File: config.mk
export PLATFORM = sky130hd
export DESIGN_NAME = ffba_ctrl
export DESIGN_NICKNAME = d
export VERILOG_FILES = /design/src/rtl/ffba_pkg.sv /design/src/rtl/ffba_ctrl.sv
export SDC_FILE = /design/constraint.sdc
export NUM_CORES = 1
export LEC_CHECK = 0
export BUFFER_PORTS_ARGS = -buffer_cell sky130_fd_sc_hd__buf_2
export CELL_PAD_IN_SITES_DETAIL_PLACEMENT = 1
export CELL_PAD_IN_SITES_GLOBAL_PLACEMENT = 1
export CORE_MARGIN = 2
export CORE_UTILIZATION = 35
export CTS_CLUSTER_DIAMETER = 50
export DETAILED_ROUTE_END_ITERATION = 7
export PLACE_DENSITY = 0.74
export SETUP_SLACK_MARGIN = 0.05
export SLEW_MARGIN = 40
export SYNTH_ARGS = -nofsm -noshare
export SYNTH_HDL_FRONTEND = slang
export SYNTH_SLANG_ARGS = --single-unit
File: constraint.sdc
create_clock -name aclk -period 1.8 [get_ports aclk]
set_clock_uncertainty 0.15 [all_clocks]
set_input_delay 0.18 -clock aclk [delete_from_list [all_inputs] [get_ports aclk]]
set_output_delay 0.18 -clock aclk [all_outputs]
set_load 0.005 [all_outputs]
File: src/rtl/ffba_pkg.sv
// Shared types and constants for the first-fit block allocator.
// Used by ffba_ctrl, ffba_dp and first_fit_block_allocator; no dependencies.
`default_nettype none
package ffba_pkg;

    localparam int HEAP_BYTES_DEF   = 4096;
    localparam int HEADER_BYTES_DEF = 24;
    localparam logic [12:0] LIMIT_RESET = 13'd4096;

    localparam logic [1:0] REQ_ALLOC  = 2'd0;
    localparam logic [1:0] REQ_FREE   = 2'd1;
    localparam logic [1:0] REQ_RESIZE = 2'd2;

    localparam logic [1:0] ST_OK   = 2'd0;
    localparam logic [1:0] ST_NULL = 2'd1;
    localparam logic [1:0] ST_OOM  = 2'd2;

    typedef enum logic [4:0] {
        OP_NONE, OP_LOAD, OP_NULL, OP_RD_H, OP_GOT, OP_SPAN_T, OP_ADV,
        OP_WR_SPLIT, OP_WR_CLAIM, OP_EXTEND, OP_OOM, OP_COPY, OP_RES_A,
        OP_OLD, OP_F_RDH, OP_F_GOT, OP_F_ADD, OP_F_WR, OP_OUT
    } op_t;

    typedef struct packed {
        op_t op;
    } cmd_t;

    typedef struct packed {
        logic [1:0] req_type;
        logic       size_zero;
        logic       a_ok;
        logic       walk_done;
        logic       fit;
        logic       merge;
        logic       split;
        logic       oom;
        logic       old_fits;
        logic       f_merge;
    } flags_t;

endpackage
`default_nettype wire

File: src/rtl/ffba_ctrl.sv
// Sequencer for the allocator: walks allocate, free and resize steps.
// Depends on ffba_pkg; drives ffba_dp through cmd_t and reads flags_t.
`default_nettype none
module ffba_ctrl (
    input  wire logic            aclk,
    input  wire logic            aresetn,
    input  wire logic            s_valid,
    output logic                 s_ready,
    output logic                 m_valid,
    input  wire logic            m_ready,
    input  wire ffba_pkg::flags_t flags,
    output ffba_pkg::cmd_t       cmd
);
    import ffba_pkg::*;

    typedef enum logic [3:0] {
        IDLE, DISP, A_CHK, A_GOT, A_DEC, A_CLAIM, A_CLAIM2, A_EXT, A_FIN,
        F_RD, F_GOT, F_DEC, F_WR, R_GOT, DONE
    } state_t;

    state_t state_reg, state_next;
    logic   move_reg, move_next;
    logic   valid_reg, valid_next;

    assign s_ready = (state_reg == IDLE);
    assign m_valid = valid_reg;

    always_comb begin
        state_next = state_reg;
        move_next  = move_reg;
        valid_next = valid_reg & ~m_ready;
        cmd.op     = OP_NONE;
        unique case (state_reg)
            IDLE: begin
                if (s_valid) begin
                    cmd.op     = OP_LOAD;
                    state_next = DISP;
                end
            end
            DISP: begin
                move_next = 1'b0;
                priority if (flags.req_type == REQ_FREE) begin
                    state_next = flags.a_ok ? F_RD : DONE;
                end else if (flags.req_type == REQ_RESIZE && flags.a_ok) begin
                    move_next  = 1'b1;
                    state_next = F_RD;
                end else if (flags.req_type == REQ_ALLOC
                             || flags.req_type == REQ_RESIZE) begin
                    if (flags.size_zero) begin
                        cmd.op     = OP_NULL;
                        state_next = DONE;
                    end else begin
                        state_next = A_CHK;
                    end
                end else begin
                    state_next = DONE;
                end
            end
            A_CHK: begin
                if (flags.walk_done) begin
                    state_next = A_EXT;
                end else begin
                    cmd.op     = OP_RD_H;
                    state_next = A_GOT;
                end
            end
            A_GOT: begin
                cmd.op     = OP_GOT;
                state_next = A_DEC;
            end
            A_DEC: begin
                priority if (flags.fit) begin
                    state_next = A_CLAIM;
                end else if (flags.merge) begin
                    cmd.op     = OP_SPAN_T;
                    state_next = A_CLAIM;
                end else begin
                    cmd.op     = OP_ADV;
                    state_next = A_CHK;
                end
            end
            A_CLAIM: begin
                if (flags.split) cmd.op = OP_WR_SPLIT;
                state_next = A_CLAIM2;
            end
            A_CLAIM2: begin
                cmd.op     = OP_WR_CLAIM;
                state_next = A_FIN;
            end
            A_EXT: begin
                if (flags.oom) begin
                    cmd.op     = OP_OOM;
                    state_next = DONE;
                end else begin
                    cmd.op     = OP_EXTEND;
                    state_next = A_FIN;
                end
            end
            A_FIN: begin
                if (move_reg) begin
                    cmd.op     = OP_COPY;
                    move_next  = 1'b0;
                    state_next = F_RD;
                end else begin
                    state_next = DONE;
                end
            end
            F_RD: begin
                cmd.op     = OP_F_RDH;
                state_next = move_reg ? R_GOT : F_GOT;
            end
            R_GOT: begin
                // old block large enough: keep it
                if (flags.old_fits) begin
                    cmd.op     = OP_RES_A;
                    state_next = DONE;
                end else begin
                    cmd.op     = OP_OLD;
                    state_next = A_CHK;
                end
            end
            F_GOT: begin
                cmd.op     = OP_F_GOT;
                state_next = F_DEC;
            end
            F_DEC: begin
                if (flags.f_merge) cmd.op = OP_F_ADD;
                state_next = F_WR;
            end
            F_WR: begin
                cmd.op     = OP_F_WR;
                state_next = DONE;
            end
            DONE: begin
                // hold the result until the output register is free
                if (!valid_reg || m_ready) begin
                    cmd.op     = OP_OUT;
                    valid_next = 1'b1;
                    state_next = IDLE;
                end
            end
            default: state_next = IDLE;
        endcase
    end

    always_ff @(posedge aclk) begin
        if (!aresetn) begin
            state_reg <= IDLE;
            move_reg  <= 1'b0;
            valid_reg <= 1'b0;
        end else begin
            state_reg <= state_next;
            move_reg  <= move_next;
            valid_reg <= valid_next;
        end
    end

endmodule
`default_nettype wire

* After elaboration in Yosys (flattened, before gate mapping) *
Index checks and enable logic that the tools add are counted.

storage, ports and cells
  register bits after elaboration = 6
  input port bits = 15
  output and inout bits = 7
  word-level logic and storage cells = 66

operators by class
  equal/unequal tests = 18
  muxes and demuxes = 35
  bitwise logic cells = 2
  reduce and logical (&&, ||, !) cells = 8

operators with widths
  operator            number
  $pmux 5 s15         1
  $pmux 4 s15         1
  $mux 4              8
  $eq 4x4->1 const B  7
  $mux 3              9
  $eq 4x3->1 const B  4
  $mux 2              7
  $mux 5              2
  $eq 4x2->1 const B  2
  $mux 1              6
  $eq 4x1->1 const B  1
  $logic_not 4->1     1
  $ne 2x2->1 const B  2
  $eq 2x1->1 const B  1
  $eq 2x2->1 const B  1
  $logic_not 2->1     1
  $logic_or 1x1->1    2
  $pmux 1 s2          1
  $reduce_and 2->1    1
  $reduce_bool 2->1   1
  $and 1x1->1         1
  $logic_and 1x1->1   1
  $logic_not 1->1     1
  $not 1->1           1

* Depth between registers and ports, before layout *
Gate-level depths: netlist (run 1).

  word-level depth = 6
  depth in mapped cells = 6

* Least setup slack after synthesis (run 1) *
No wires, ideal clock.

  path kind = reg2out
  start = register state_reg[3]
  end = output cmd[0] (netlist bit)
  arrival time = 1.133 ns
  required time = 1.470 ns
  path slack = 0.337 ns
  stages on the path, launching flop included = 7
  buffers on the path = 2
  cell sequence = dfxtp_1 buf_6 buf_2 nor3b_1 a31oi_1 o31a_1 o211ai_1

RTL lines
  item                    RTL line          RTL
  from (decl)             ffba_ctrl.sv:21   state_t state_reg, state_next;
  from (signal assigned)  ffba_ctrl.sv:152  state_reg <= state_next;
  to (decl)               ffba_ctrl.sv:12   output ffba_pkg::cmd_t cmd

==> reports/results.ini, run 1 <==
[critical_path]
cp_max_fo = 8
cp-start-kind = flop
required_ns = 1.47
crit_arrival_ns = 1.56
cp-end-kind = primary output
critPathKind = reg -> out

[sta]
setup_ws_ns = -0.0930
rsz0062_at_grt = true
layout_min_cycle_time_ns = 1.89
setup_violations = 2
slew_viol_final = 0
fin_hold_ws_ns = 0.0584
tightest_slew_ns = 0.362
fin_crit_sh_pct = 105
hold_viol_final = 0
max_slew_margin_pct = 75.6
fmax_mhz = 528

[detailed_routing]
drc_errors = 0
postRouteAntennaNets = 0
wl_per_cell_um = 17.6
wl_um = 3050
drt-pass1-iter-count = 4
vias = 998
viasPerCell = 5.77
drt-initial-drc-count = 10

[synth]
synth_top_family_by_area = compound AO/OA/AOI/OAI gates
yosysSeqAreaShare_pct = 15.4
syn-cell-area_um2 = 778
netlist_instances = 112
synth_simple_gate_area_share_pct = 32.6
ys_async_sr_fraction_pct = 0
syn_avg_cell_area_um2 = 6.95
synth_ff_type = dfxtp_1
synthAdderAreaFrac_pct = 0
synth_cell_type_count = 42
synthXorXnorAreaFrac_pct = 1.13
yosysWarnings = 0
synth-compound-area-share_pct = 39.5
synth-seq-cells = 6
synth_edf_count = 0
synth.area.mux_share_pct = 0
syn-num-nets = 127

[global_route]
grt_pass1_wl_um = 4400
antenna_found_initial = 0
grt_max_degree = 12
grt-ovfl-total = 0
grt_pass1_vias = 938
grt_use_total_pct = 22.3

[cells_and_area]
utilization_pct = 52.1
largest_register_ffs = 4
n_antenna_cell = 0
drive_above_1_share_pct = 40.7
fin_nets = 162
syn2layout_area_growth_pct = 43.9

[power_and_ir_drop]
power_density_nw_per_um2 = 1700
peakVddDrop_mv = 0.809
p_leak_nw = 0.468

[clock_network]
cts.clk_slew.worst_paths_ns = 0.05
clockBufferDepth = 2
clockRootBuffer = clkbuf_4
cts.sinks = 6
hold_buffers = 0
clkLatencyLatePin_ns = 0.25
cts_buffers = 3
cts_tree = yes
htreeDepth = 1

[floorplanning]
die_h_um = 51.2
io_pins = 22
die_x_um = 51.2
coreArea_um2 = 2150
start_util_pct = 36.2
rows = 17
dieArea_um2 = 2620

[run]
drv_cap = 0

[hold_path]
min_path_type = in -> reg

[placed_design]
place_congestion = 0.853
hpwl_um = 1990
port_buffers = 21

[run_status]
failed_checks = setup timing
outcome = finished with violations

## placed cells by master, fill, tap and decap left out, drive strengths merged, types with 2 or more instances in the layout
cell    instances
buf            39
o21ai           5
nor3            2
nand2          14
dfxtp           6
nor2           10
nand4           4
a31oi           3
inv             3
o31a            2
a21oi          10
nand2b          6
nand3           2
a211oi          2
o211ai          2
o31ai           2
o21a            5
a21o            2
nor2b           5
clkbuf          4
## per-stage QoR
step	worst slack, ns	total power, mW	std cells	setup TNS, ns	instance area, µm²
finish	-0.0930	1.91	173	-0.133	1120
floorplan	0.337	1.07	112	0	778
CTS	-0.00560	1.68	168	-0.00560	1030
global placement	0.134	1.36	161	0	917
detailed placement	0.0419	1.39	161	0	917
global route	-0.178	2.06	173	-0.323	1120
## cell type report
cell class,count,area (µm²)
well taps,28,35.0
flip-flops and latches,6,133
fillers,282,1030
clock buffers,3,22.5
multi-input cells,93,646
repair buffers,40,273
inverters,3,11.3
## kinds of logic (layout without fill, tap and decap cells)
kind of cell / count (synthesis) / count (layout)
xor+xnor: 1 / 1
compound gates: 44 / 44
flops: 6 / 6
simple gates: 48 / 48
buf+inv: 13 / 46
## per-layer routing
layer	global-route usage, %	vias to the layer above	share of wire [%]
met5	0	-	0
met2	37.9	21	52
li1	-	483	-
met4	4.50	0	0
met1	28.3	494	45
met3	5.85	0	3.0
## repair_timing
| action | in CTS | in global routing |
|---|---|---|
| setup buffers | 4 | 4 |
| gates resized for setup | 16 | 13 |
| cloned | 0 | 1 |
| pin swaps | 0 | 2 |
| endpoints found under the setup margin | 5 | 5 |
## Yosys cell counts (2+ instances only)
cell	instances	area, µm²
a211oi_1	2	15.0
a21o_1	2	15.0
a21oi_1	10	50.1
a31oi_1	3	18.8
buf_2	4	20.0
buf_6	4	45.0
dfxtp_1	6	120
inv_1	2	7.51
nand2_1	14	52.6
nand2b_1	5	31.3
nand3_1	2	10.0
nand4_1	4	25.0
nor2_1	9	33.8
nor2b_1	5	31.3
nor3_1	2	10.0
o211ai_1	2	15.0
o21a_1	5	37.5
o21ai_0	5	25.0
o31a_1	2	17.5
o31ai_1	2	15.0
## report_power, final
group | switching (mW) | total (mW) | internal [mW]
Sequential | 0.108 | 0.310 | 0.202
Clock | 0.0518 | 0.127 | 0.0757
Combinational | 0.754 | 1.47 | 0.717
## worst max-delay path, cell delays in order (launching register included)
cell	delay, ns
dfxtp_4	0.38
buf_8	0.15
nor3b_2	0.19
a31oi_1	0.07
o31a_1	0.28
o211ai_1	0.10
buf_2	0.15
## worst paths after layout
kind                  endpoint  slack [ns]  cells after the start    startpoint
hold reg to reg   state_reg[3]        0.52                      2  state_reg[3]
setup / recovery        cmd[0]       -0.09                      6  state_reg[3]
hold / removal    state_reg[2]        0.06                      2       aresetn
setup reg to reg  state_reg[2]        0.14                      5  state_reg[0]
No activity file was read; power rests on OpenSTA's default activity.
==> run 2, diff against run 1 <==
Settings changed: CELL_PAD_IN_SITES_DETAIL_PLACEMENT 1 to 0, SETUP_SLACK_MARGIN 0.05 to not set.
==> run 2 against run 1 <==
Effect of this change:
- the run still ends with setup timing left
- global-route usage fell by 4.9 points
- critical path depth did not move
- hold slack improved by 0.0042 ns
- flip-flop and latch count did not move
- critical path type unchanged
==> reports/results.ini, run 2 (synthesis results as in run 1) <==
[run_status]
outcome = finished with violations  ; unchanged
failed_checks = setup timing  ; unchanged

[critical_path]
endpoint = cmd[0]  ; unchanged
crit_slowest_cell = dfxtp_4  ; unchanged
slowest_delay_ns = 0.36  ; was 0.38 ns
worstRegToRegCells = 5  ; unchanged
cp-end-kind = primary output  ; unchanged
critPathKind = reg -> out  ; unchanged
crit_arrival_ns = 1.49  ; was 1.56 ns
crit-reg2reg-launch = state_reg[0]  ; unchanged
critPathLaunch = state_reg[3]  ; unchanged
path_cells = buf_6, nor3b_2, a31oi_1, o31a_1, o211ai_1, buf_2  ; was buf_8, nor3b_2, a31oi_1, o31a_1, o211ai_1, buf_2
ff2ff_setup_slack_ns = 0.25  ; was 0.14 ns
reg2reg_to = state_reg[2]  ; unchanged
required_ns = 1.47  ; about the same
cp_max_fo = 8  ; unchanged
cp-start-kind = flop  ; unchanged

[detailed_routing]
viasPerCell = 5.72  ; was 5.77
wl_um = 2360  ; was 3050 µm
postRouteAntennaNets = 0  ; unchanged
vias = 950  ; was 998
drt-initial-drc-count = 14  ; was 10
drt-pass1-iter-count = 4  ; unchanged
wl_per_cell_um = 14.2  ; was 17.6 µm
drc_errors = 0  ; unchanged

[power_and_ir_drop]
power_density_nw_per_um2 = 1590  ; was 1700 nW/µm²
p_comb_share_pct = 74.1  ; was 77.1%
intPower_mw = 0.833  ; was 0.994 mW
swShare_pct = 47.7  ; was 47.9%
p_seq_share_pct = 18.1  ; was 16.2%
p_leak_nw = 0.409  ; was 0.468 nW
total_power_mw = 1.59  ; was 1.91 mW
peakVddDrop_mv = 0.653  ; was 0.809 mV
power_switching_mw = 0.761  ; was 0.914 mW
p_clk_share_pct = 7.8  ; was 6.7%

[cells_and_area]
multi_input_area_um2 = 599  ; was 646 µm²
syn2layout_area_growth_pct = 28.8  ; was 43.9%
fin_nets = 155  ; was 162
most-common-layout-cells = 21 x buf_2, 14 x nand2_1, 10 x a21oi_1  ; was 22 x buf_2, 14 x nand2_1, 11 x buf_4
largest_register_ffs = 4  ; unchanged
layout_commonest_cell = buf_2  ; unchanged
fin_cells = 166  ; was 173
fill_cells = 247  ; was 282
n_antenna_cell = 0  ; unchanged
seq_area_um2 = 130  ; was 133 µm²
drive_above_1_share_pct = 35.5  ; was 40.7%

[run]
drv_cap = 0  ; unchanged

[clock_network]
cts.clk_slew.worst_paths_ns = 0.05  ; about the same
htreeDepth = 1  ; unchanged
cts.sinks = 6  ; unchanged
hold_buffers = 0  ; unchanged
clockBufferDepth = 2  ; unchanged
cts_buffers = 3  ; unchanged
cts_tree = yes  ; unchanged
clockRootBuffer = clkbuf_4  ; unchanged
clkLatencyLatePin_ns = 0.25  ; about the same

[sta]
tightest_slew_ns = 0.314  ; was 0.362 ns
hold_viol_final = 0  ; unchanged
max_slew_margin_pct = 78.8  ; was 75.6%
fin_setup_tns_ns = -0.0232  ; was -0.133 ns
fmax_mhz = 548  ; was 528 MHz
fin_hold_ws_ns = 0.0626  ; was 0.0584 ns
rsz0062_at_grt = true  ; unchanged
layout_min_cycle_time_ns = 1.82  ; was 1.89 ns
setup_ws_ns = -0.0232  ; was -0.0930 ns
fin_crit_sh_pct = 101  ; was 105%
slew_viol_final = 0  ; unchanged
setup_violations = 1  ; was 2

[placed_design]
pre_cts_ws_ns = 0.127  ; was 0.0419 ns
place_congestion = 0.853  ; unchanged
port_buffers = 21  ; unchanged
hpwl_um = 1690  ; was 1990 µm
dp_cells = 161  ; unchanged

[global_route]
grt_pass1_vias = 797  ; was 938
grt_use_total_pct = 17.4  ; was 22.3%
grt_pass1_wl_um = 3440  ; was 4400 µm
antenna_found_initial = 0  ; unchanged
grt_max_degree = 12  ; unchanged
grt-ovfl-total = 0  ; unchanged

[floorplanning]
io_pins = 22  ; unchanged
coreArea_um2 = 2150  ; unchanged
dieArea_um2 = 2620  ; unchanged
rows = 17  ; unchanged
start_util_pct = 36.2  ; unchanged
die_h_um = 51.2  ; unchanged
die_x_um = 51.2  ; unchanged

[hold_path]
min_path_type = in -> reg  ; unchanged

==> run 2: changes by cell type in the layout (fill, tap and decap cells not counted), sizes merged <==
cell	previous run	this run
buf	39	32
==> run 2: timing repair <==
action                                  in CTS  in global routing
pin swaps                                    0                  5
gates resized for setup                      7                  8
gates cloned                                 0                  0
endpoints found under the hold margin        0                  0
setup buffers                                0                  2
endpoints found under the setup margin       4                  4
==> run 2: cell type report <==
cell class              instances  area share, %
repair buffers                 33           20.3
flip-flops and latches          6           13.0
clock buffers                   3           2.25
well taps                      28           3.50
multi-input cells              93           59.8
inverters                       3           1.12
==> run 2: power by group through the flow <==
stage | clock (mW) | sequential, mW | combinational [mW]
after floorplan | 0 | 0.218 | 0.852
after global placement | 0 | 0.270 | 1.09
after detailed placement | 0 | 0.270 | 1.08
after CTS | 0.127 | 0.280 | 1.10
after global routing | 0.139 | 0.296 | 1.29
final | 0.125 | 0.289 | 1.18
==> run 2: how the worst min path moves through the flow <==
stage	endpoint	depth (start not counted)	from	slack, ns
6_report	state_reg[1]	2	aresetn	0.06
5_1_grt	state_reg[3]	2	aresetn	0.06
2_1_floorplan	state_reg[3]	1	aresetn	0.15
3_3_place_gp	state_reg[3]	2	aresetn	0.33
4_1_cts	state_reg[1]	2	aresetn	0.06
3_5_place_dp	state_reg[3]	2	aresetn	0.33
==> run 2: layer usage <==
metal | share of wire [%] | wire [µm] | track usage (%) | vias to the layer above
li1 | - | - | - | 473
met1 | 47 | 1100 | 21.3 | 455
met2 | 48 | 1130 | 30.1 | 20
met3 | 4.3 | 101 | 4.68 | 2
met4 | 0.72 | 17 | 4.05 | 0
met5 | 0 | 0 | 0 | -
==> run 2: worst max-delay path, delay by kind of cell, from the launching register on <==
family          cells  cell delay [ns]
buf+inv             2             0.27
flops               1             0.36
simple gates        1             0.15
compound gates      3             0.48
==> run 2: metrics by stage <==
stage	util, %	area [µm²]
final	46.7	1000
after floorplan	-	778
after global placement	42.7	917
after CTS	44.7	960
after global routing	46.7	1000
after detailed placement	42.7	917
==> run 3, diff against run 2 <==
Settings changed: SETUP_SLACK_MARGIN set to 0.4.
==> run 3 against run 2 <==
Effect of this change:
- the run now ends clean
- clock-buffer cell count stayed put
- hold slack improved by 0.0061 ns
- sequential share of layout area decreased by 1.9 points
- sequential power down 3%
- critical path depth is the same
- final cell count grew 7.8%
- critical path type unchanged
==> reports/results.ini, run 3 (synthesis results as in run 1) <==
[run_status]
outcome = complete, no violations  ; was finished with violations

[clock_network]
cts.sinks = 6  ; unchanged
clockBufferDepth = 2  ; unchanged
cts.clk_slew.worst_paths_ns = 0.06  ; was 0.05 ns
clockRootBuffer = clkbuf_4  ; unchanged
cts_buffers = 3  ; unchanged
cts_tree = yes  ; unchanged
clkLatencyLatePin_ns = 0.26  ; was 0.25 ns
hold_buffers = 0  ; unchanged
htreeDepth = 1  ; unchanged

[critical_path]
reg2reg_to = state_reg[2]  ; unchanged
cp-end-kind = primary output  ; unchanged
critPathLaunch = state_reg[3]  ; unchanged
ff2ff_setup_slack_ns = 0.13  ; was 0.25 ns
endpoint = cmd[0]  ; unchanged
required_ns = 1.47  ; about the same
crit_arrival_ns = 1.46  ; was 1.49 ns
worstRegToRegCells = 7  ; was 5
critPathKind = reg -> out  ; unchanged
crit-reg2reg-launch = state_reg[0]  ; unchanged
cp-start-kind = flop  ; unchanged
cp_max_fo = 6  ; was 8

[hold_path]
min_path_type = in -> reg  ; unchanged

[sta]
fin_hold_ws_ns = 0.0687  ; was 0.0626 ns
setup_ws_ns = 0.0127  ; was -0.0232 ns
max_slew_margin_pct = 80.4  ; was 78.8%
fmax_mhz = 560  ; was 548 MHz
fin_setup_tns_ns = 0  ; was -0.0232 ns
tightest_slew_ns = 0.294  ; was 0.314 ns
setup_violations = 0  ; was 1
layout_min_cycle_time_ns = 1.79  ; was 1.82 ns
hold_viol_final = 0  ; unchanged
fin_crit_sh_pct = 99.3  ; was 101%
rsz0062_at_grt = true  ; unchanged
slew_viol_final = 0  ; unchanged

[power_and_ir_drop]
power_density_nw_per_um2 = 1710  ; was 1590 nW/µm²
p_leak_nw = 0.511  ; was 0.409 nW
peakVddDrop_mv = 0.683  ; was 0.653 mV

[floorplanning]
die_h_um = 51.2  ; unchanged
coreArea_um2 = 2150  ; unchanged
start_util_pct = 36.2  ; unchanged
dieArea_um2 = 2620  ; unchanged
rows = 17  ; unchanged
die_x_um = 51.2  ; unchanged
io_pins = 22  ; unchanged

[placed_design]
hpwl_um = 1770  ; was 1690 µm
port_buffers = 21  ; unchanged
place_congestion = 0.856  ; was 0.853
pre_cts_ws_ns = 0.199  ; was 0.127 ns
dp_cells = 161  ; unchanged

[cells_and_area]
largest_register_ffs = 4  ; unchanged
utilization_pct = 56.7  ; was 46.7%
fin_cells = 179  ; was 166
n_antenna_cell = 0  ; unchanged
syn2layout_area_growth_pct = 56.6  ; was 28.8%
layout_commonest_cell = buf_2  ; unchanged
most-common-layout-cells = 22 x buf_2, 15 x buf_4, 12 x nand2_1  ; was 21 x buf_2, 14 x nand2_1, 10 x a21oi_1
drive_above_1_share_pct = 47.7  ; was 35.5%
fin_nets = 168  ; was 155

[detailed_routing]
viasPerCell = 5.57  ; was 5.72
drt-pass1-iter-count = 4  ; unchanged
postRouteAntennaNets = 0  ; unchanged
vias = 997  ; was 950
drc_errors = 0  ; unchanged
wl_per_cell_um = 15.2  ; was 14.2 µm
drt-initial-drc-count = 26  ; was 14
wl_um = 2720  ; was 2360 µm

[global_route]
grt_pass1_vias = 936  ; was 797
grt_use_total_pct = 21.9  ; was 17.4%
grt_max_degree = 14  ; was 12
grt_pass1_wl_um = 4310  ; was 3440 µm
grt-ovfl-total = 0  ; unchanged
antenna_found_initial = 0  ; unchanged

[run]
drv_cap = 0  ; unchanged

[run 3: how the worst min path moves through the flow]
| stage | startpoint | end | slack [ns] | cells past startpoint |
|---|---|---|---|---|
| detailed placement | aresetn | state_reg[1] | 0.34 | 2 |
| floorplan | aresetn | state_reg[3] | 0.15 | 1 |
| finish | aresetn | state_reg[1] | 0.07 | 2 |
| global placement | aresetn | state_reg[1] | 0.33 | 2 |
| global route | aresetn | state_reg[1] | 0.07 | 2 |
| CTS | aresetn | state_reg[1] | 0.06 | 2 |
[run 3: timing repair]
| item | in CTS | in global routing |
|---|---|---|
| pin swaps | 13 | 3 |
| gates resized for setup | 33 | 8 |
| gates cloned | 1 | 0 |
| setup endpoints to repair | 10 | 11 |
| buffers inserted | 11 | 3 |
[run 3: area by class of cell]
| class | count | area, µm² |
|---|---|---|
| well taps | 28 | 35.0 |
| inverters | 3 | 18.8 |
| flip-flops and latches | 6 | 135 |
| fillers | 207 | 930 |
| multi-input cells | 93 | 671 |
| clock buffers | 3 | 22.5 |
| repair buffers | 46 | 337 |
[run 3: worst max-delay path: stages (launching register included)]
cell and delay [ns]:
dfxtp_4 0.34, buf_6 0.13, nor3b_4 0.18, a31oi_2 0.05, o31a_1 0.28, o211ai_1 0.09
buf_2 0.14
[run 3: per-stage QoR]
| stage | cell area, µm² | power [mW] |
|---|---|---|
| 3_5_place_dp | 933 | 1.39 |
| 5_1_grt | 1220 | 2.22 |
| 4_1_cts | 1160 | 1.95 |
| 3_3_place_gp | 933 | 1.39 |
| 6_report | 1220 | 2.09 |
| 2_1_floorplan | 806 | 1.12 |
[run 3: power by group]
part | internal, mW | switching (mW) | total [mW] | leakage, nW
combinational | 0.861 | 0.812 | 1.67 | 0.446
sequential | 0.205 | 0.0737 | 0.279 | 0.0518
clock | 0.0762 | 0.0593 | 0.136 | 0.0138
total | 1.14 | 0.946 | 2.09 | 0.511
[run 3: routing by layer]
layer / part of all wire (%) / wire length (µm) / GRT usage, % / up-vias
li1: - / - / - / 495
met3: 3.5 / 96 / 3.80 / 4
met4: 1.2 / 32 / 5.41 / 0
met1: 43 / 1160 / 27.0 / 478
met2: 53 / 1430 / 39.2 / 20
met5: 0 / 0 / 0 / -
